[src/rtl/tpa_pkg.sv]
// Shared constants, payload types and controller/datapath command types.
package tpa_pkg;

	localparam int NEIGHBOURS_PER_SIDE = 4;
	localparam int MAX_NEIGH = 2 * NEIGHBOURS_PER_SIDE;
	localparam int NUM_CHAN = 3;
	localparam int PIX_W = 8;
	// Counts reach MAX_NEIGH + 1 samples.
	localparam int CNT_W = $clog2(MAX_NEIGH + 2);
	localparam int SUM_W = $clog2(((1 << PIX_W) - 1) * (MAX_NEIGH + 1) + 1);
	localparam int SEEN_W = $clog2(MAX_NEIGH + 1);
	localparam int STEP_W = $clog2(SUM_W);

	localparam logic [PIX_W-1:0] TAU_RESET = PIX_W'(20);
	localparam logic KIND_REF = 1'b0;
	localparam logic KIND_NEIGH = 1'b1;

	typedef logic [NUM_CHAN-1:0][PIX_W-1:0] pix_vec_t;

	typedef struct packed {
		logic acc_en;
		logic div_load;
		logic div_step;
		logic res_load;
	} dp_cmd_t;

	typedef struct packed {
		logic div_done;
	} dp_sts_t;

endpackage

[src/rtl/tpa_in_if.sv]
// Input stream interface: one pixel sample per transaction.
interface tpa_in_if;
	logic valid;
	logic ready;
	logic kind;
	logic [tpa_pkg::PIX_W-1:0] chan_red;
	logic [tpa_pkg::PIX_W-1:0] chan_green;
	logic [tpa_pkg::PIX_W-1:0] chan_blue;
	logic last;

	modport source (output valid, kind, chan_red, chan_green, chan_blue, last, input ready);
	modport sink (input valid, kind, chan_red, chan_green, chan_blue, last, output ready);
endinterface

[src/rtl/tpa_out_if.sv]
// Output stream interface: one denoised pixel per transaction.
interface tpa_out_if;
	logic valid;
	logic ready;
	logic [tpa_pkg::PIX_W-1:0] out_red;
	logic [tpa_pkg::PIX_W-1:0] out_green;
	logic [tpa_pkg::PIX_W-1:0] out_blue;

	modport source (output valid, out_red, out_green, out_blue, input ready);
	modport sink (input valid, out_red, out_green, out_blue, output ready);
endinterface

[src/rtl/tpa_ctrl.sv]
// Controller: sequences accumulation, the bit-serial divide and the result register.
module tpa_ctrl (
	input  logic              clk,
	input  logic              arst_n,
	input  logic              in_valid,
	input  logic              in_last,
	output logic              in_ready,
	input  logic              out_ready,
	output logic              out_valid,
	output tpa_pkg::dp_cmd_t  cmd,
	input  tpa_pkg::dp_sts_t  sts
);

	typedef enum logic [2:0] {
		ST_IDLE = 3'b001,
		ST_DIV  = 3'b010,
		ST_DONE = 3'b100
	} ctl_state_t;

	ctl_state_t state_q;
	ctl_state_t state_d;
	logic out_valid_q;
	logic accept;
	logic res_free;

	assign in_ready = (state_q == ST_IDLE);
	assign accept = in_valid && in_ready;
	assign out_valid = out_valid_q;
	// The result register is free when empty or drained in this cycle.
	assign res_free = !out_valid_q || out_ready;

	always_comb begin
		state_d = state_q;
		cmd.acc_en = 1'b0;
		cmd.div_load = 1'b0;
		cmd.div_step = 1'b0;
		cmd.res_load = 1'b0;
		case (state_q)
			ST_IDLE: begin
				if (accept) begin
					cmd.acc_en = 1'b1;
					if (in_last) begin
						cmd.div_load = 1'b1;
						state_d = ST_DIV;
					end
				end
			end
			ST_DIV: begin
				cmd.div_step = 1'b1;
				if (sts.div_done) begin
					state_d = ST_DONE;
				end
			end
			ST_DONE: begin
				if (res_free) begin
					cmd.res_load = 1'b1;
					state_d = ST_IDLE;
				end
			end
			default: begin
				state_d = ST_IDLE;
			end
		endcase
	end

	always_ff @(posedge clk or negedge arst_n) begin
		if (!arst_n) begin
			state_q <= ST_IDLE;
			out_valid_q <= 1'b0;
		end else begin
			state_q <= state_d;
			if (cmd.res_load) begin
				out_valid_q <= 1'b1;
			end else if (out_ready) begin
				out_valid_q <= 1'b0;
			end
		end
	end

endmodule

[src/rtl/tpa_dp.sv]
// Datapath: per-channel thresholded accumulation, bit-serial divider and rounding.
module tpa_dp (
	input  logic                        clk,
	input  logic                        arst_n,
	input  logic                        cfg_we,
	input  logic [tpa_pkg::PIX_W-1:0]   cfg_wdata,
	input  logic                        kind,
	input  tpa_pkg::pix_vec_t           px,
	input  tpa_pkg::dp_cmd_t            cmd,
	output tpa_pkg::dp_sts_t            sts,
	output tpa_pkg::pix_vec_t           res
);

	logic [tpa_pkg::PIX_W-1:0] tau_q;
	logic [tpa_pkg::SEEN_W-1:0] seen_q;
	logic [tpa_pkg::STEP_W-1:0] step_q;
	logic take;

	// A neighbour is only considered while under the per-pixel limit.
	assign take = (kind == tpa_pkg::KIND_NEIGH) &&
		(seen_q < tpa_pkg::SEEN_W'(tpa_pkg::MAX_NEIGH));
	assign sts.div_done = (step_q == tpa_pkg::STEP_W'(tpa_pkg::SUM_W - 1));

	always_ff @(posedge clk or negedge arst_n) begin
		if (!arst_n) begin
			tau_q <= tpa_pkg::TAU_RESET;
			seen_q <= '0;
			step_q <= '0;
		end else begin
			if (cfg_we) begin
				tau_q <= cfg_wdata;
			end
			if (cmd.acc_en) begin
				if (kind == tpa_pkg::KIND_REF) begin
					seen_q <= '0;
				end else if (take) begin
					seen_q <= seen_q + tpa_pkg::SEEN_W'(1);
				end
			end
			if (cmd.div_load) begin
				step_q <= '0;
			end else if (cmd.div_step) begin
				step_q <= step_q + tpa_pkg::STEP_W'(1);
			end
		end
	end

	for (genvar c = 0; c < tpa_pkg::NUM_CHAN; c++) begin : g_lane
		logic [tpa_pkg::PIX_W-1:0] ref_q;
		logic [tpa_pkg::SUM_W-1:0] sum_q;
		logic [tpa_pkg::CNT_W-1:0] cnt_q;
		logic [tpa_pkg::SUM_W-1:0] sum_d;
		logic [tpa_pkg::CNT_W-1:0] cnt_d;
		logic [tpa_pkg::PIX_W-1:0] diff;
		logic admit;

		logic [tpa_pkg::CNT_W-1:0] rem_q;
		logic [tpa_pkg::SUM_W-1:0] quo_q;
		logic [tpa_pkg::CNT_W-1:0] dvs_q;
		logic [tpa_pkg::CNT_W:0] shifted;
		logic fits;
		logic [tpa_pkg::CNT_W:0] twice_r;
		logic round_up;
		logic [tpa_pkg::PIX_W-1:0] res_q;

		always_comb begin
			diff = (px[c] >= ref_q) ? (px[c] - ref_q) : (ref_q - px[c]);
			admit = take && (diff <= tau_q);
			if (kind == tpa_pkg::KIND_REF) begin
				sum_d = tpa_pkg::SUM_W'(px[c]);
				cnt_d = tpa_pkg::CNT_W'(1);
			end else if (admit) begin
				sum_d = sum_q + tpa_pkg::SUM_W'(px[c]);
				cnt_d = cnt_q + tpa_pkg::CNT_W'(1);
			end else begin
				sum_d = sum_q;
				cnt_d = cnt_q;
			end
		end

		// Restoring division, one quotient bit per cycle, MSB first.
		assign shifted = {rem_q, quo_q[tpa_pkg::SUM_W-1]};
		assign fits = (shifted >= {1'b0, dvs_q});

		// Round half to even from the final quotient and remainder.
		assign twice_r = {rem_q, 1'b0};
		assign round_up = (twice_r > {1'b0, dvs_q}) ||
			((twice_r == {1'b0, dvs_q}) && quo_q[0]);

		always_ff @(posedge clk or negedge arst_n) begin
			if (!arst_n) begin
				ref_q <= '0;
				sum_q <= '0;
				cnt_q <= '0;
			end else if (cmd.acc_en) begin
				if (kind == tpa_pkg::KIND_REF) begin
					ref_q <= px[c];
				end
				sum_q <= sum_d;
				cnt_q <= cnt_d;
			end
		end

		always_ff @(posedge clk) begin
			if (cmd.div_load) begin
				rem_q <= '0;
				quo_q <= sum_d;
				dvs_q <= cnt_d;
			end else if (cmd.div_step) begin
				quo_q <= {quo_q[tpa_pkg::SUM_W-2:0], fits};
				if (fits) begin
					rem_q <= tpa_pkg::CNT_W'(shifted - {1'b0, dvs_q});
				end else begin
					rem_q <= shifted[tpa_pkg::CNT_W-1:0];
				end
			end
			if (cmd.res_load) begin
				if (dvs_q == '0) begin
					res_q <= '0;
				end else begin
					res_q <= quo_q[tpa_pkg::PIX_W-1:0] + tpa_pkg::PIX_W'(round_up);
				end
			end
		end

		assign res[c] = res_q;
	end

endmodule

[src/rtl/thresholded_temporal_pixel_average.sv]
// Top level of the thresholded temporal pixel average.
// A reference sample opens a pixel and the warped neighbour samples are taken one per
// cycle while the input is not held off; a channel takes the neighbour when it lies
// within the threshold tau written through cfg_wdata of the reference, and at most
// 2*NEIGHBOURS_PER_SIDE neighbours count per pixel. For a sample marked last, the three
// channel averages come from a restoring divider that produces one quotient bit per
// cycle, followed by round-half-to-even into the result register. The input is held off
// during the divide and the rounding step. The result register lets the next pixel
// stream in while a finished result waits downstream, and a second result waits in the
// divider, with the input held off, until the first has gone.
module thresholded_temporal_pixel_average (
	input  logic                      clk,
	input  logic                      arst_n,
	tpa_in_if.sink                    pix_in,
	tpa_out_if.source                 pix_out,
	input  logic                      cfg_we,
	input  logic [tpa_pkg::PIX_W-1:0] cfg_wdata
);

	tpa_pkg::dp_cmd_t cmd;
	tpa_pkg::dp_sts_t sts;
	tpa_pkg::pix_vec_t px;
	tpa_pkg::pix_vec_t res;

	assign px[0] = pix_in.chan_red;
	assign px[1] = pix_in.chan_green;
	assign px[2] = pix_in.chan_blue;

	assign pix_out.out_red = res[0];
	assign pix_out.out_green = res[1];
	assign pix_out.out_blue = res[2];

	tpa_ctrl u_ctrl (
		.clk       (clk),
		.arst_n    (arst_n),
		.in_valid  (pix_in.valid),
		.in_last   (pix_in.last),
		.in_ready  (pix_in.ready),
		.out_ready (pix_out.ready),
		.out_valid (pix_out.valid),
		.cmd       (cmd),
		.sts       (sts)
	);

	tpa_dp u_dp (
		.clk       (clk),
		.arst_n    (arst_n),
		.cfg_we    (cfg_we),
		.cfg_wdata (cfg_wdata),
		.kind      (pix_in.kind),
		.px        (px),
		.cmd       (cmd),
		.sts       (sts),
		.res       (res)
	);

endmodule
[src/flat_wrapper.sv]
// flat-port wrapper written by rule: the top's interface ports become plain ports
module thresholded_temporal_pixel_average_flat 
  (clk, arst_n, cfg_we, cfg_wdata, pix_in_valid, pix_in_kind, pix_in_chan_red, pix_in_chan_green, pix_in_chan_blue, pix_in_last, pix_in_ready, pix_out_valid, pix_out_out_red, pix_out_out_green, pix_out_out_blue, pix_out_ready);
  tpa_in_if pix_in_i ();
  tpa_out_if pix_out_i ();
  input  logic clk;
  input  logic arst_n;
  input  logic cfg_we;
  input  logic [tpa_pkg::PIX_W-1:0] cfg_wdata;
  input wire logic [$bits(pix_in_i.valid)-1:0] pix_in_valid;
  input wire logic [$bits(pix_in_i.kind)-1:0] pix_in_kind;
  input wire logic [$bits(pix_in_i.chan_red)-1:0] pix_in_chan_red;
  input wire logic [$bits(pix_in_i.chan_green)-1:0] pix_in_chan_green;
  input wire logic [$bits(pix_in_i.chan_blue)-1:0] pix_in_chan_blue;
  input wire logic [$bits(pix_in_i.last)-1:0] pix_in_last;
  output wire logic [$bits(pix_in_i.ready)-1:0] pix_in_ready;
  output wire logic [$bits(pix_out_i.valid)-1:0] pix_out_valid;
  output wire logic [$bits(pix_out_i.out_red)-1:0] pix_out_out_red;
  output wire logic [$bits(pix_out_i.out_green)-1:0] pix_out_out_green;
  output wire logic [$bits(pix_out_i.out_blue)-1:0] pix_out_out_blue;
  input wire logic [$bits(pix_out_i.ready)-1:0] pix_out_ready;
  assign pix_in_i.valid = pix_in_valid;
  assign pix_in_i.kind = pix_in_kind;
  assign pix_in_i.chan_red = pix_in_chan_red;
  assign pix_in_i.chan_green = pix_in_chan_green;
  assign pix_in_i.chan_blue = pix_in_chan_blue;
  assign pix_in_i.last = pix_in_last;
  assign pix_in_ready = pix_in_i.ready;
  assign pix_out_valid = pix_out_i.valid;
  assign pix_out_out_red = pix_out_i.out_red;
  assign pix_out_out_green = pix_out_i.out_green;
  assign pix_out_out_blue = pix_out_i.out_blue;
  assign pix_out_i.ready = pix_out_ready;
  thresholded_temporal_pixel_average u_core (.clk(clk), .arst_n(arst_n), .pix_in(pix_in_i), .pix_out(pix_out_i), .cfg_we(cfg_we), .cfg_wdata(cfg_wdata));
endmodule
[config.mk]
export PLATFORM = sky130hd
export DESIGN_NAME = thresholded_temporal_pixel_average_flat
export DESIGN_NICKNAME = d
export VERILOG_FILES = /design/src/rtl/tpa_pkg.sv /design/src/rtl/tpa_in_if.sv /design/src/rtl/tpa_out_if.sv /design/src/rtl/tpa_ctrl.sv /design/src/rtl/tpa_dp.sv /design/src/rtl/thresholded_temporal_pixel_average.sv /design/src/flat_wrapper.sv
export SDC_FILE = /design/constraint.sdc
export NUM_CORES = 1
export LEC_CHECK = 0
export ABC_AREA = 1
export ABC_CLOCK_PERIOD_IN_PS = 2950
export BUFFER_PORTS_ARGS = -buffer_cell sky130_fd_sc_hd__buf_2
export CAP_MARGIN = 5
export CORE_ASPECT_RATIO = 0.9
export CORE_MARGIN = 5
export CORE_UTILIZATION = 57
export DETAILED_ROUTE_END_ITERATION = 16
export PLACE_DENSITY = 0.75
export RECOVER_POWER = 50
export SETUP_SLACK_MARGIN = 0.3
export SKIP_LAST_GASP = 1
export SYNTH_ARGS = -nofsm -noshare
export SYNTH_HDL_FRONTEND = slang
export SYNTH_SLANG_ARGS = --single-unit
[constraint.sdc]
create_clock -name clk -period 2.95 [get_ports clk]
set_input_delay 0.59 -clock clk [delete_from_list [all_inputs] [get_ports clk]]
set_output_delay 0.59 -clock clk [all_outputs]
set_load 0.01 [all_outputs]
==> qor.yml <==
dp_slack_ns: -0.766
tightestPinTransition_ns: 1.74
drtIter0Drc: 905
yosysTopAreaCell: "nand2_1"
crit_slowest_cell: "dfrtp_1"
period_needed_ns: 3.30
ir_worst_vdd_mv: 0.562
portBuffers: 64
max_clock_freq_mhz: 303
synthArstFlopShare: 0.523
maxCapViolCount: 1
p_leak_nw: 8.69
ys_warn_count: 0
cp.arrival_ns: 3.48
cp.buffers_inverters: 6
clk_latency_ns: 0.44
cts_tree: "yes"
rsz0062_at_grt: "yes"
clock_skew_ns: 0.0109
numPlacedInstances: 2273
setup_total_negative_slack_ns: -21.21
critPathMaxFanout: 8
numCtsBuffers: 17
grt_pass1_wl_mm: 57.7
wl_per_cell_microns: 15.4
max_slew_margin: -0.161
yosysSeqAreaShare: 0.353
dieArea_sq_um: 26600
total_power_mw: 20.1
yosysUniqueCellTypes: 52
crit_path_start_kind: "flip-flop"
max_stage_delay_ns: 0.39
hold_viol_final: 0
ioPinCount: 65
cts_buffer_depth: 2
grt_pass1_vias: 12600
cp-end-kind: "flip-flop"
clock-root-buffer: "clkbuf_16"
slew_viol_final: 27
grt_max_degree: 62
min_period_over_period: 1.12
h-tree-depth: 4
synth_top_area_share: 0.178
syn-num-nets: 1968
synth-main-ff-cell: "dfrtp_1"
violations: "max-capacitance violations, max-slew violations, negative setup slack"
synth_cells: 1801
cts.sinks: 176
cp_top_family: "simple AND/OR/NAND/NOR gates"
die_w_microns: 171
finalNonFillerCells: 2343
hold_path.class: "primary input to flip-flop"
fin_area_sq_um: 17000
grt_overflow: 0
synth.cell_area_sq_um: 13300
avgSynthCellArea_sq_um: 7.41
viasPerCell: 5.43
ys_seq_elements: 176
powerDensity_nw_per_um2: 1190
path_cells: "inv_1, ha_2, inv_2, fa_2, nand2_2, inv_2, o21ai_2, nand2_2, nand3_2, nand2_1, nand2_1, nand3_1, nand2_1, inv_2, ha_4, nand2_4, o21a_1, nand2_2, nand2_8, buf_12, nand2_8, clkinv_8, nand2_4, a21oi_1"
start_util: 0.575
crit_required_ns: 3.12
synth_edf_count: 72
dp_hpwl_mm: 24.7
die_h_microns: 155
critPathKind: "flip-flop to flip-flop"
vias: 12700
ant_nets: 0
areaGrowthSynthToFinish_pct: 27.1
place.gp.congestion: 0.899
dr.pass1.iters: 10
antenna_cells: 0
placed_cell_area_sq_um: 15100
status: "finished with violations"
ctsHoldBuffers: 0
route.detailed.drc: 0
routed_wl_mm: 36.1
fp-row-count: 53
layout.nets: 2195
track_usage: 0.264
postLayoutSetupSlackWorst_ns: -0.352
setup_violations: 96
antenna_found_initial: 0
core_area_sq_um: 23200
drive_gt1_frac: 0.254
clkTransAtPathRegs_ns: 0.07
r2r_slack_ns: -0.35
synth_area_leaders: "nand2_1 (18%), dfrtp_1 (17%), edfxtp_1 (16%)"
==> power breakdown <==
part	total, mW	internal [mW]	switching, mW
clock	2.35	1.29	1.06
combinational	13.5	5.89	7.64
sequential	4.25	3.56	0.696
total	20.1	10.7	9.39
==> metrics by stage <==
stage / util / hold slack (ns)
after global routing: 0.730 / 0.362
after floorplan: - / 0.294
after CTS: 0.698 / 0.0976
final: 0.730 / 0.353
after detailed placement: 0.652 / 0.480
after global placement: 0.652 / 0.477
==> cell type report <==
| class | instances | area (sq um) |
|---|---|---|
| Tap cell | 302 | 378 |
| Inverter | 276 | 1100 |
| Clock inverter | 11 | 115 |
| Sequential cell | 176 | 4710 |
| Fill cell | 1749 | 6260 |
| Clock buffer | 21 | 483 |
| Timing Repair Buffer | 254 | 1830 |
| Multi-Input combinational cell | 1303 | 8340 |
==> cells in the mapped netlist, types with 9 or more instances <==
cell type and count:
nand3_2 14, fa_1 12, nand4_1 39, nand3_1 106, nand2_1 633, inv_2 9
o21ai_0 88, a21oi_1 81, nand2_2 12, a31oi_1 9, o21bai_1 10, xor2_1 33
edfxtp_1 72, dfrtp_1 89, nand3b_1 11, xnor2_1 10, dfxtp_1 12, nor3_1 10
nor2_1 59, inv_1 266, clkbuf_1 10, buf_2 23, ha_1 116
==> worst reg2reg max path, stage by stage (launching register included) <==
cell	delay (ns)
dfrtp_1	0.39
inv_1	0.07
ha_2	0.17
inv_2	0.04
fa_2	0.35
nand2_2	0.08
inv_2	0.05
o21ai_2	0.15
nand2_2	0.09
nand3_2	0.07
nand2_1	0.06
nand2_1	0.09
nand3_1	0.07
nand2_1	0.09
inv_2	0.05
ha_4	0.27
nand2_4	0.05
o21a_1	0.19
nand2_2	0.12
nand2_8	0.09
buf_12	0.14
nand2_8	0.13
clkinv_8	0.11
nand2_4	0.08
a21oi_1	0.06
==> layout by cell type, fill, tap and decap left out, drive strengths merged <==
cell type and n:
o211ai 4, a21o 6, clkbuf 50, and3 1, nor4 4, o21a 8
nand4 42, xnor2 10, inv 282, a21oi 82, a41oi 1, fa 12
nor3b 1, a211oi 1, or2 4, o21ai 92, nand3 120, dfstp 3
nand3b 11, nand2 652, dfxtp 12, buf 225, xor2 33, a31o 1
dfrtp 89, ha 116, clkinv 4, nor2 66, edfxtp 72, nor3 13
o21bai 10, a31oi 9, mux2 1, mux2i 3, bufinv 1
==> state kept, by name, indices dropped and copies added, names as in the netlist <==
name	flops
u_core.u_dp.g_lane.cnt_q	12
u_core.u_dp.tau_q	8
u_core.u_dp.g_lane.sum_q	36
u_core.u_ctrl.state_q	3
u_core.u_dp.g_lane.ref_q	24
u_core.u_dp.g_lane.quo_q	36
u_core.u_ctrl.out_valid	1
u_core.u_dp.g_lane.rem_q	12
u_core.u_dp.g_lane.dvs_q	12
u_core.u_dp.step_q	4
u_core.u_dp.g_lane.res_q	24
u_core.u_dp.seen_q	4
==> per-layer routing <==
layer	global-route usage	part of all wire
met1	0.329	0.41
met2	0.466	0.51
met3	0.0353	0.045
met4	0.0973	0.033
met5	0	0
==> final timing paths <==
| check | depth (start not counted) | end | start |
|---|---|---|---|
| setup / recovery | 24 | u_core.u_dp.g_lane[0].dvs_q[3] | u_core.u_dp.g_lane[0].ref_q[0] |
| hold / removal | 3 | u_core.u_dp.tau_q[5] | cfg_wdata[5] |
| setup reg to reg | 24 | u_core.u_dp.g_lane[0].dvs_q[3] | u_core.u_dp.g_lane[0].ref_q[0] |
| hold reg to reg | 2 | u_core.u_dp.g_lane[2].rem_q[2] | u_core.u_dp.g_lane[2].rem_q[2] |
| max in group asynchronous | 2 | u_core.u_dp.g_lane[1].cnt_q[2] | arst_n |
| min in group asynchronous | 1 | u_core.u_dp.g_lane[2].ref_q[0] | arst_n |
==> cell families (layout without fill, tap and decap cells) <==
kind of cell | Yosys count | count (layout) | synth area share
flip-flops | 176 | 176 | 0.353
buffers and inverters | 323 | 562 | 0.0997
adder cells (fa/ha/maj) | 128 | 128 | 0.127
XOR/XNOR | 43 | 43 | 0.0282
AO/OA/AOI/OAI | 214 | 214 | 0.0897
AND/OR/NAND/NOR | 913 | 914 | 0.300
multiplexers | 4 | 4 | 0.00310
==> timing repair <==
item,4_1_cts,5_1_grt
setup buffers,17,20
setup endpoints to repair,96,108
gates resized for setup,86,152
gates cloned,0,1
pin swaps,47,49
Note: power is estimated with default switching activity, not from simulation.
